File: src/sv/rtt_pkg.sv
// shared types, codes and defaults for the request timeout table
package rtt_pkg;

    localparam int DEF_TABLE_DEPTH = 64;
    localparam int DEF_ID_BITS     = 16;
    localparam int DEF_TIME_BITS   = 32;

    localparam int MODE_BITS   = 2;
    localparam int ID_PORT_W   = 16;
    localparam int TIME_PORT_W = 32;
    localparam int STATUS_BITS = 3;

    localparam logic [MODE_BITS-1:0] MODE_SET    = 2'd0;
    localparam logic [MODE_BITS-1:0] MODE_REMOVE = 2'd1;
    localparam logic [MODE_BITS-1:0] MODE_TICK   = 2'd2;
    localparam logic [MODE_BITS-1:0] MODE_UNUSED = 2'd3;

    localparam logic [STATUS_BITS-1:0] RES_INSERTED  = 3'd0;
    localparam logic [STATUS_BITS-1:0] RES_UPDATED   = 3'd1;
    localparam logic [STATUS_BITS-1:0] RES_FULL      = 3'd2;
    localparam logic [STATUS_BITS-1:0] RES_REMOVED   = 3'd3;
    localparam logic [STATUS_BITS-1:0] RES_NOT_FOUND = 3'd4;
    localparam logic [STATUS_BITS-1:0] RES_EXPIRED   = 3'd5;
    localparam logic [STATUS_BITS-1:0] RES_NONE      = 3'd6;

    typedef enum logic [1:0] {
        S_IDLE,
        S_WALK,
        S_DONE
    } ctl_state_t;

    typedef struct packed {
        logic load;
        logic step;
        logic finish;
    } ctl_cmd_t;

    typedef struct packed {
        logic walk_done;
    } ctl_sts_t;

endpackage

File: src/sv/rtt_ctrl.sv
// controller state machine for the request timeout table
module rtt_ctrl
    import rtt_pkg::*;
(
    input  logic                 clk,
    input  logic                 rst_n,
    input  logic                 start,
    input  logic [MODE_BITS-1:0] mode,
    input  ctl_sts_t             sts,
    output ctl_cmd_t             cmd,
    output logic                 busy
);

    ctl_state_t state_reg;
    ctl_state_t state_next;

    always_ff @(posedge clk or negedge rst_n)
    begin
        if (!rst_n)
        begin
            state_reg <= S_IDLE;
        end
        else
        begin
            state_reg <= state_next;
        end
    end

    always_comb
    begin
        state_next = state_reg;
        case (state_reg)
            S_IDLE:
            begin
                if (start && (mode != MODE_UNUSED))
                begin
                    state_next = S_WALK;
                end
            end
            S_WALK:
            begin
                if (sts.walk_done)
                begin
                    state_next = S_DONE;
                end
            end
            S_DONE:
            begin
                state_next = S_IDLE;
            end
            default:
            begin
                state_next = S_IDLE;
            end
        endcase
    end

    always_comb
    begin
        cmd  = '0;
        busy = 1'b1;
        case (state_reg)
            S_IDLE:
            begin
                busy     = 1'b0;
                cmd.load = start && (mode != MODE_UNUSED);
            end
            S_WALK:
            begin
                cmd.step = 1'b1;
            end
            S_DONE:
            begin
                cmd.finish = 1'b1;
            end
            default:
            begin
                busy = 1'b0;
            end
        endcase
    end

endmodule

File: src/sv/rtt_dp.sv
// datapath of the request timeout table: entry memory, walk counters, result register
module rtt_dp
    import rtt_pkg::*;
#(
    parameter int TABLE_DEPTH = DEF_TABLE_DEPTH,
    parameter int ID_BITS     = DEF_ID_BITS,
    parameter int TIME_BITS   = DEF_TIME_BITS
)
(
    input  logic                   clk,
    input  logic                   rst_n,
    input  ctl_cmd_t               cmd,
    output ctl_sts_t               sts,
    input  logic [MODE_BITS-1:0]   mode,
    input  logic [ID_PORT_W-1:0]   request_id,
    input  logic [TIME_PORT_W-1:0] deadline,
    input  logic [TIME_PORT_W-1:0] now_time,
    output logic                   result_valid,
    output logic [STATUS_BITS-1:0] status,
    output logic [ID_PORT_W-1:0]   expired_id,
    output logic                   last
);

    localparam int ADDR_W = (TABLE_DEPTH > 1) ? $clog2(TABLE_DEPTH) : 1;
    localparam int CNT_W  = $clog2(TABLE_DEPTH + 1);
    localparam logic [CNT_W-1:0] FULL_COUNT = CNT_W'(TABLE_DEPTH);

    logic [ID_BITS-1:0]   mem_id [TABLE_DEPTH];
    logic [TIME_BITS-1:0] mem_dl [TABLE_DEPTH];

    logic [MODE_BITS-1:0]   mode_reg,  mode_next;
    logic [ID_BITS-1:0]     id_reg,    id_next;
    logic [TIME_BITS-1:0]   dl_reg,    dl_next;
    logic [TIME_BITS-1:0]   now_reg,   now_next;
    logic [CNT_W-1:0]       count_reg, count_next;
    logic [CNT_W-1:0]       rd_reg,    rd_next;
    logic [CNT_W-1:0]       wr_reg,    wr_next;
    logic                   pend_reg,  pend_next;
    logic                   found_reg, found_next;
    logic                   hold_valid_reg, hold_valid_next;
    logic [ID_BITS-1:0]     hold_id_reg,    hold_id_next;
    logic                   out_valid_reg,  out_valid_next;
    logic [STATUS_BITS-1:0] status_reg,     status_next;
    logic [ID_BITS-1:0]     out_id_reg,     out_id_next;
    logic                   last_reg,       last_next;

    logic [ID_BITS-1:0]   rd_id_reg;
    logic [TIME_BITS-1:0] rd_dl_reg;

    logic                 mem_we;
    logic [ADDR_W-1:0]    mem_waddr;
    logic [ID_BITS-1:0]   mem_wid;
    logic [TIME_BITS-1:0] mem_wdl;
    logic                 mem_re;
    logic                 is_tick;
    logic                 drop;

    assign is_tick = (mode_reg == MODE_TICK);
    assign drop    = is_tick ? (rd_dl_reg <= now_reg) : (rd_id_reg == id_reg);
    assign mem_re  = cmd.step && (rd_reg < count_reg);

    assign sts.walk_done = (rd_reg == count_reg) && !pend_reg;

    // entry memory, registered read
    always_ff @(posedge clk)
    begin
        if (mem_we)
        begin
            mem_id[mem_waddr] <= mem_wid;
            mem_dl[mem_waddr] <= mem_wdl;
        end
        if (mem_re)
        begin
            rd_id_reg <= mem_id[rd_reg[ADDR_W-1:0]];
            rd_dl_reg <= mem_dl[rd_reg[ADDR_W-1:0]];
        end
    end

    always_ff @(posedge clk or negedge rst_n)
    begin
        if (!rst_n)
        begin
            count_reg      <= '0;
            rd_reg         <= '0;
            wr_reg         <= '0;
            pend_reg       <= 1'b0;
            found_reg      <= 1'b0;
            hold_valid_reg <= 1'b0;
            out_valid_reg  <= 1'b0;
            mode_reg       <= MODE_SET;
        end
        else
        begin
            count_reg      <= count_next;
            rd_reg         <= rd_next;
            wr_reg         <= wr_next;
            pend_reg       <= pend_next;
            found_reg      <= found_next;
            hold_valid_reg <= hold_valid_next;
            out_valid_reg  <= out_valid_next;
            mode_reg       <= mode_next;
        end
    end

    always_ff @(posedge clk)
    begin
        id_reg      <= id_next;
        dl_reg      <= dl_next;
        now_reg     <= now_next;
        hold_id_reg <= hold_id_next;
        status_reg  <= status_next;
        out_id_reg  <= out_id_next;
        last_reg    <= last_next;
    end

    always_comb
    begin
        mode_next       = mode_reg;
        id_next         = id_reg;
        dl_next         = dl_reg;
        now_next        = now_reg;
        count_next      = count_reg;
        rd_next         = rd_reg;
        wr_next         = wr_reg;
        pend_next       = pend_reg;
        found_next      = found_reg;
        hold_valid_next = hold_valid_reg;
        hold_id_next    = hold_id_reg;
        out_valid_next  = 1'b0;
        status_next     = status_reg;
        out_id_next     = out_id_reg;
        last_next       = last_reg;
        mem_we          = 1'b0;
        mem_waddr       = wr_reg[ADDR_W-1:0];
        mem_wid         = rd_id_reg;
        mem_wdl         = rd_dl_reg;

        if (cmd.load)
        begin
            mode_next       = mode;
            id_next         = ID_BITS'(request_id);
            dl_next         = TIME_BITS'(deadline);
            now_next        = TIME_BITS'(now_time);
            rd_next         = '0;
            wr_next         = '0;
            pend_next       = 1'b0;
            found_next      = 1'b0;
            hold_valid_next = 1'b0;
        end

        if (cmd.step)
        begin
            pend_next = mem_re;
            if (mem_re)
            begin
                rd_next = rd_reg + 1'b1;
            end
            if (pend_reg)
            begin
                if (!drop)
                begin
                    // keep entry, compact toward slot zero
                    mem_we  = 1'b1;
                    wr_next = wr_reg + 1'b1;
                end
                else if (is_tick)
                begin
                    if (hold_valid_reg)
                    begin
                        out_valid_next = 1'b1;
                        status_next    = RES_EXPIRED;
                        out_id_next    = hold_id_reg;
                        last_next      = 1'b0;
                    end
                    hold_valid_next = 1'b1;
                    hold_id_next    = rd_id_reg;
                end
                else
                begin
                    found_next = 1'b1;
                end
            end
        end

        if (cmd.finish)
        begin
            out_valid_next  = 1'b1;
            last_next       = 1'b1;
            out_id_next     = '0;
            hold_valid_next = 1'b0;
            count_next      = wr_reg;
            case (mode_reg)
                MODE_SET:
                begin
                    if (found_reg || (count_reg < FULL_COUNT))
                    begin
                        mem_we      = 1'b1;
                        mem_wid     = id_reg;
                        mem_wdl     = dl_reg;
                        count_next  = wr_reg + 1'b1;
                        status_next = found_reg ? RES_UPDATED : RES_INSERTED;
                    end
                    else
                    begin
                        status_next = RES_FULL;
                    end
                end
                MODE_REMOVE:
                begin
                    status_next = found_reg ? RES_REMOVED : RES_NOT_FOUND;
                end
                MODE_TICK:
                begin
                    if (hold_valid_reg)
                    begin
                        status_next = RES_EXPIRED;
                        out_id_next = hold_id_reg;
                    end
                    else
                    begin
                        status_next = RES_NONE;
                    end
                end
                default:
                begin
                    out_valid_next = 1'b0;
                    count_next     = count_reg;
                end
            endcase
        end
    end

    assign result_valid = out_valid_reg;
    assign status       = status_reg;
    assign expired_id   = ID_PORT_W'(out_id_reg);
    assign last         = last_reg;

    a_count_bound: assert property (@(posedge clk) disable iff (!rst_n)
        count_reg <= FULL_COUNT)
        else $error("entry count above table depth");

    a_wr_behind_rd: assert property (@(posedge clk) disable iff (!rst_n)
        cmd.step |-> (wr_reg <= rd_reg) && (rd_reg <= count_reg))
        else $error("compaction write pointer passed read pointer");

    a_last_from_finish: assert property (@(posedge clk) disable iff (!rst_n)
        (out_valid_reg && last_reg) |-> $past(cmd.finish))
        else $error("final result not caused by finish");

    a_hold_cleared: assert property (@(posedge clk) disable iff (!rst_n)
        cmd.finish |=> !hold_valid_reg)
        else $error("held expiry survived finish");

    a_count_still_in_walk: assert property (@(posedge clk) disable iff (!rst_n)
        cmd.step |=> $stable(count_reg))
        else $error("entry count changed during walk");

endmodule

File: src/sv/request_timeout_table.sv
// Request timeout table: start is taken when busy is low; busy then stays high while
// the item is processed, since every item walks the stored entries one per cycle
// through the registered read port of the entry memory and compacts survivors in
// place. A set that finds the table full and a tick both walk all entries. Results
// come as one-cycle result_valid strobes that cannot be held off; a tick emits one
// expiry per expired entry, oldest first, last marking the final result of the item.
// With mode 3, start is not taken and no result is given.
module request_timeout_table
    import rtt_pkg::*;
#(
    parameter int TABLE_DEPTH = DEF_TABLE_DEPTH,
    parameter int ID_BITS     = DEF_ID_BITS,
    parameter int TIME_BITS   = DEF_TIME_BITS
)
(
    input  logic                   clk,
    input  logic                   rst_n,
    input  logic                   start,
    output logic                   busy,
    input  logic [MODE_BITS-1:0]   mode,
    input  logic [ID_PORT_W-1:0]   request_id,
    input  logic [TIME_PORT_W-1:0] deadline,
    input  logic [TIME_PORT_W-1:0] now_time,
    output logic                   result_valid,
    output logic [STATUS_BITS-1:0] status,
    output logic [ID_PORT_W-1:0]   expired_id,
    output logic                   last
);

    ctl_cmd_t cmd;
    ctl_sts_t sts;

    rtt_ctrl u_ctrl (
        .clk   (clk),
        .rst_n (rst_n),
        .start (start),
        .mode  (mode),
        .sts   (sts),
        .cmd   (cmd),
        .busy  (busy)
    );

    rtt_dp #(
        .TABLE_DEPTH (TABLE_DEPTH),
        .ID_BITS     (ID_BITS),
        .TIME_BITS   (TIME_BITS)
    ) u_dp (
        .clk          (clk),
        .rst_n        (rst_n),
        .cmd          (cmd),
        .sts          (sts),
        .mode         (mode),
        .request_id   (request_id),
        .deadline     (deadline),
        .now_time     (now_time),
        .result_valid (result_valid),
        .status       (status),
        .expired_id   (expired_id),
        .last         (last)
    );

endmodule
File: config.mk
export PLATFORM = sky130hd
export DESIGN_NAME = request_timeout_table
export DESIGN_NICKNAME = d
export VERILOG_FILES = /design/src/sv/rtt_pkg.sv /design/src/sv/rtt_ctrl.sv /design/src/sv/rtt_dp.sv /design/src/sv/request_timeout_table.sv
export SDC_FILE = /design/constraint.sdc
export NUM_CORES = 2
export LEC_CHECK = 0
export BUFFER_PORTS_ARGS = -buffer_cell sky130_fd_sc_hd__buf_4
export CAP_MARGIN = 5
export CORE_MARGIN = 2
export CORE_UTILIZATION = 47
export DETAILED_ROUTE_END_ITERATION = 8
export PLACE_DENSITY_LB_ADDON = 0.08
export SYNTH_ARGS = -nofsm -noshare
export SYNTH_HDL_FRONTEND = slang
export SYNTH_SLANG_ARGS = --single-unit
File: constraint.sdc
create_clock -name clk -period 17.2 [get_ports clk]
set_input_delay 3.44 -clock clk [delete_from_list [all_inputs] [get_ports clk]]
set_output_delay 3.44 -clock clk [all_outputs]
set_load 0.01 [all_outputs]
==> run summary <==
The first-pass iteration count of the detailed router is 5, and the die boundary height is 519 um. DRC violation count after routing: 0. Max-slew violation count: 0. Clock root buffer master: sky130_fd_sc_hd__clkbuf_16. The post-route total power was 21.0 mW; the portion of synthesized cell area occupied by the leading cell type was 77.8%.

In the final timing run, aggregate negative setup slack is 0 ps. The first-pass GRT wire length is 479 mm, and the sum of buffers and inverters on the critical path is 4. The fraction of registers with async set or reset after synthesis was 0.888%. For this design the top-level I/O count stands at 107.

The worst pin sits at a relative slew slack of 14.3%. The total area inside the core boundary comes to 265000 um^2. The worst-case IR drop observed on VDD is 0.125 mV. Summing over every cut layer, the via total after detailed routing is 57514. For this design the ratio of total power to cell area is 149 nW/um^2. The initial core utilization is 47.1%, and the top fanout value on the critical path is 87.

Area of the die: 270000 um^2. No sink is reached through more buffers than the 4 on the longest clock path. The via count of the first global-routing pass is 58094. The biggest area contributor in the post-synthesis netlist is sky130_fd_sc_hd__edfxtp_1. The final worst-path cycle share works out to 35.7%.

The cell family with the largest share of critical-path delay was buffers and inverters. After the first detailed-routing iteration, the DRC count stood at 7976. Most instantiated flip-flop cell in the synthesis netlist: sky130_fd_sc_hd__edfxtp_1.

The tools report the count of yosys warnings during synthesis as 0. Ranked by total cell area, the synthesized netlist is headed by sky130_fd_sc_hd__edfxtp_1 (78%), sky130_fd_sc_hd__mux4_2 (18%), sky130_fd_sc_hd__dfrtp_1 (0.58%), sky130_fd_sc_hd__ha_1 (0.49%), sky130_fd_sc_hd__clkbuf_1 (0.44%). Setup repair after global routing left no endpoint under its margin. The insertion delay to the later sink of the worst-skew pair came out at 890 ps. The area growth from synthesis to final layout is 13.4%, and the placer's final routability congestion estimate is 0.776. Clock tree synthesis inserted a total of 345 buffers. The critical path endpoint category was a flip-flop. Synthesis produced a netlist whose cell count is 4988.

After clock tree synthesis, the clock-pin slew on the worst setup and hold paths is 60 ps. The tools report the synthesized area as 125000 um^2. The clock period could shrink to 6150 ps. During placement, the flow inserted port buffers numbering 106. The count of cell types in the netlist came out at 52. The master of the slowest instance on the critical path is sky130_fd_sc_hd__dfrtp_4. The tools report the nature of the critical path startpoint as a flip-flop. The net count of the finished layout is 5492. In this run, synthesis inferred 3232 flip-flops with an integrated enable. CTS built an H-tree with a depth of 5. The run finished with clean final reports. TritonCTS built the clock tree. The total of hold buffers inserted after clock tree synthesis was 0; the post-route clock skew was 48.2 ps. Average routed wire per standard cell: 37.9 um. The initial antenna violation count was 8. The logs give 78.4% for the portion of the post-synthesis area used by sequential elements and 19906 for the fill cell instance count of the final layout. The largest registers in the layout are u_dp.mem_dl (2048), u_dp.mem_id (1024). The half-perimeter wire length after detailed placement is 183 mm, and the average cell area after synthesis is 25.0 um^2. Max-cap violations in this run came to 0. Data on the critical path is required at its endpoint by 17780 ps.

The worst setup path is of the flip-flop to flip-flop kind. In this run the remaining antenna-violating nets after routing total 0. The run gives 0.163 GHz as the timing-limited maximum frequency.

The signal on the critical path passes through buf_4 > buf_4 > buf_4 > buf_12 > mux4_2 > mux4_2 > mux4_2. Global routing used 25.7% of the available tracks across all layers. The number of nets in the synthesized netlist is 5122. After global routing the overflow that remains totals 0. Data arrives at the worst endpoint at 6730 ps. The initialized floorplan defines 189 standard-cell rows.

For this design the static power due to leakage is 42.8 nW. The clock net in this run drives a total of 3265 sinks. Counting flops and latches in the post-synthesis netlist gives 3265. On the worst path, the slowest cell contributes a delay of 980 ps. Post-CTS timing repair inserted 0 buffers for setup. The die is 519 um wide. The register with the most flip-flops in the layout has 2048 of them.

The post-CTS resize count was 0; the fraction of layout cells with a size suffix above 1 was 33.3%. The run gives 0 as the final count of hold timing violations. The final number of setup-violating endpoints was 0; the final routed wirelength across all metal layers was 347 mm. The path class of the tightest hold or removal check is flip-flop to flip-flop. The register ranked first by flip-flop count is u_dp.mem_dl. For the pin with the worst max-slew slack, the measured transition is 1290 ps. Entering global routing, the biggest net connects 124 pins. The per-cell via count in the routed design came out at 6.28.
report_power, final:
group          total, mW  switching (mW)  internal (mW)
Sequential          9.84           0.119           9.72
Clock               7.12            3.04           4.08
Combinational       4.05            2.34           1.72
Total               21.0            5.49           15.5
layout make-up:
class	count	area, um^2	area share (%)
multi-input combinational	1421	26100	18.5
antenna	5	12.5	0.00885
inverter	50	195	0.138
clock buffer	428	9100	6.44
timing repair buffer	275	2140	1.51
sequential	3265	97900	69.2
clock inverter	186	1540	1.09
tap	3533	4420	3.13
synth_stat cells, drive strengths merged (8+ instances only):
cell type     n
xnor2        20
ha           49
nand2        34
clkbuf      147
a21oi        19
buf         105
mux2         48
mux4       1008
nor2         75
nor3         18
dfrtp        29
and3          8
inv          49
edfxtp     3232
nand3        17
o21ai        26
nand4        13
nor2b        20
metal layers:
layer / track usage, % / part of all wire, % / vias to the layer above
met5: 0 / 0 / -
met4: 6.07 / 2.3 / 0
met3: 3.43 / 6.7 / 461
met2: 41.4 / 49 / 2348
met1: 37.8 / 42 / 32280
li1: - / - / 22425
final timing paths:
check / startpoint / to / slack (ps) / depth (start not counted)
min in group asynchronous: rst_n / u_dp.hold_valid_reg / 2520 / 1
setup / recovery: u_dp.rd_reg[0] / u_dp.rd_dl_reg[19] / 11050 / 7
max in group asynchronous: rst_n / u_dp.rd_reg[2] / 14350 / 1
hold / removal: u_dp.status[2] / u_dp.status[2] / 460 / 2
hold reg to reg: u_dp.status[2] / u_dp.status[2] / 460 / 2
setup reg to reg: u_dp.rd_reg[0] / u_dp.rd_dl_reg[19] / 11050 / 7
worst reg2reg max path, stage by stage (launching register included):
cell                      delay (ps)
sky130_fd_sc_hd__dfrtp_4         980
sky130_fd_sc_hd__buf_4           760
sky130_fd_sc_hd__buf_4           820
sky130_fd_sc_hd__buf_4           870
sky130_fd_sc_hd__buf_12          670
sky130_fd_sc_hd__mux4_2          750
sky130_fd_sc_hd__mux4_2          540
sky130_fd_sc_hd__mux4_2          490
placed cells by master, fill, tap and decap left out, drive strengths merged, types with 5 or more instances in the layout:
cell,netlist,routed
o21ai,26,26
xnor2,20,20
nand2b,6,6
edfxtp,3232,3232
clkinv,1,148
nor2b,20,20
nand4,13,13
mux2i,5,5
dfrtp,29,29
nand2,34,34
nand3,17,17
diode,0,5
inv,49,59
clkinvlp,0,7
a21oi,19,19
nor3,18,18
a21o,7,7
nor2,75,75
mux4,1008,1008
buf,105,275
and3,8,8
mux2,48,48
clkbuf,147,428
bufinv,0,22
ha,49,49
stage by stage:
step / setup slack [ps] / hold WS (ps) / cells / utilization (%) / cell area (um^2)
CTS: 10870 / 463 / 9157 / 53.4 / 141000
global placement: 10890 / 438 / 8543 / 49.4 / 131000
detailed placement: 10870 / 454 / 8543 / 49.4 / 131000
finish: 11050 / 461 / 9163 / 53.4 / 141000
floorplan: 10720 / 450 / 4988 / - / 125000
global route: 10520 / 488 / 9161 / 53.4 / 141000
logic make-up after synthesis:
logic type               after synthesis  share of synthesized area [%]
AO/OA/AOI/OAI                         81                          0.414
XOR/XNOR                              22                          0.154
adder cells (fa/ha/maj)               49                          0.491
buffers and inverters                302                           1.03
flip-flops                          3265                           78.4
multiplexers                        1061                           18.7
AND/OR/NAND/NOR                      208                          0.801
Note: power is estimated with default switching activity, not from simulation.
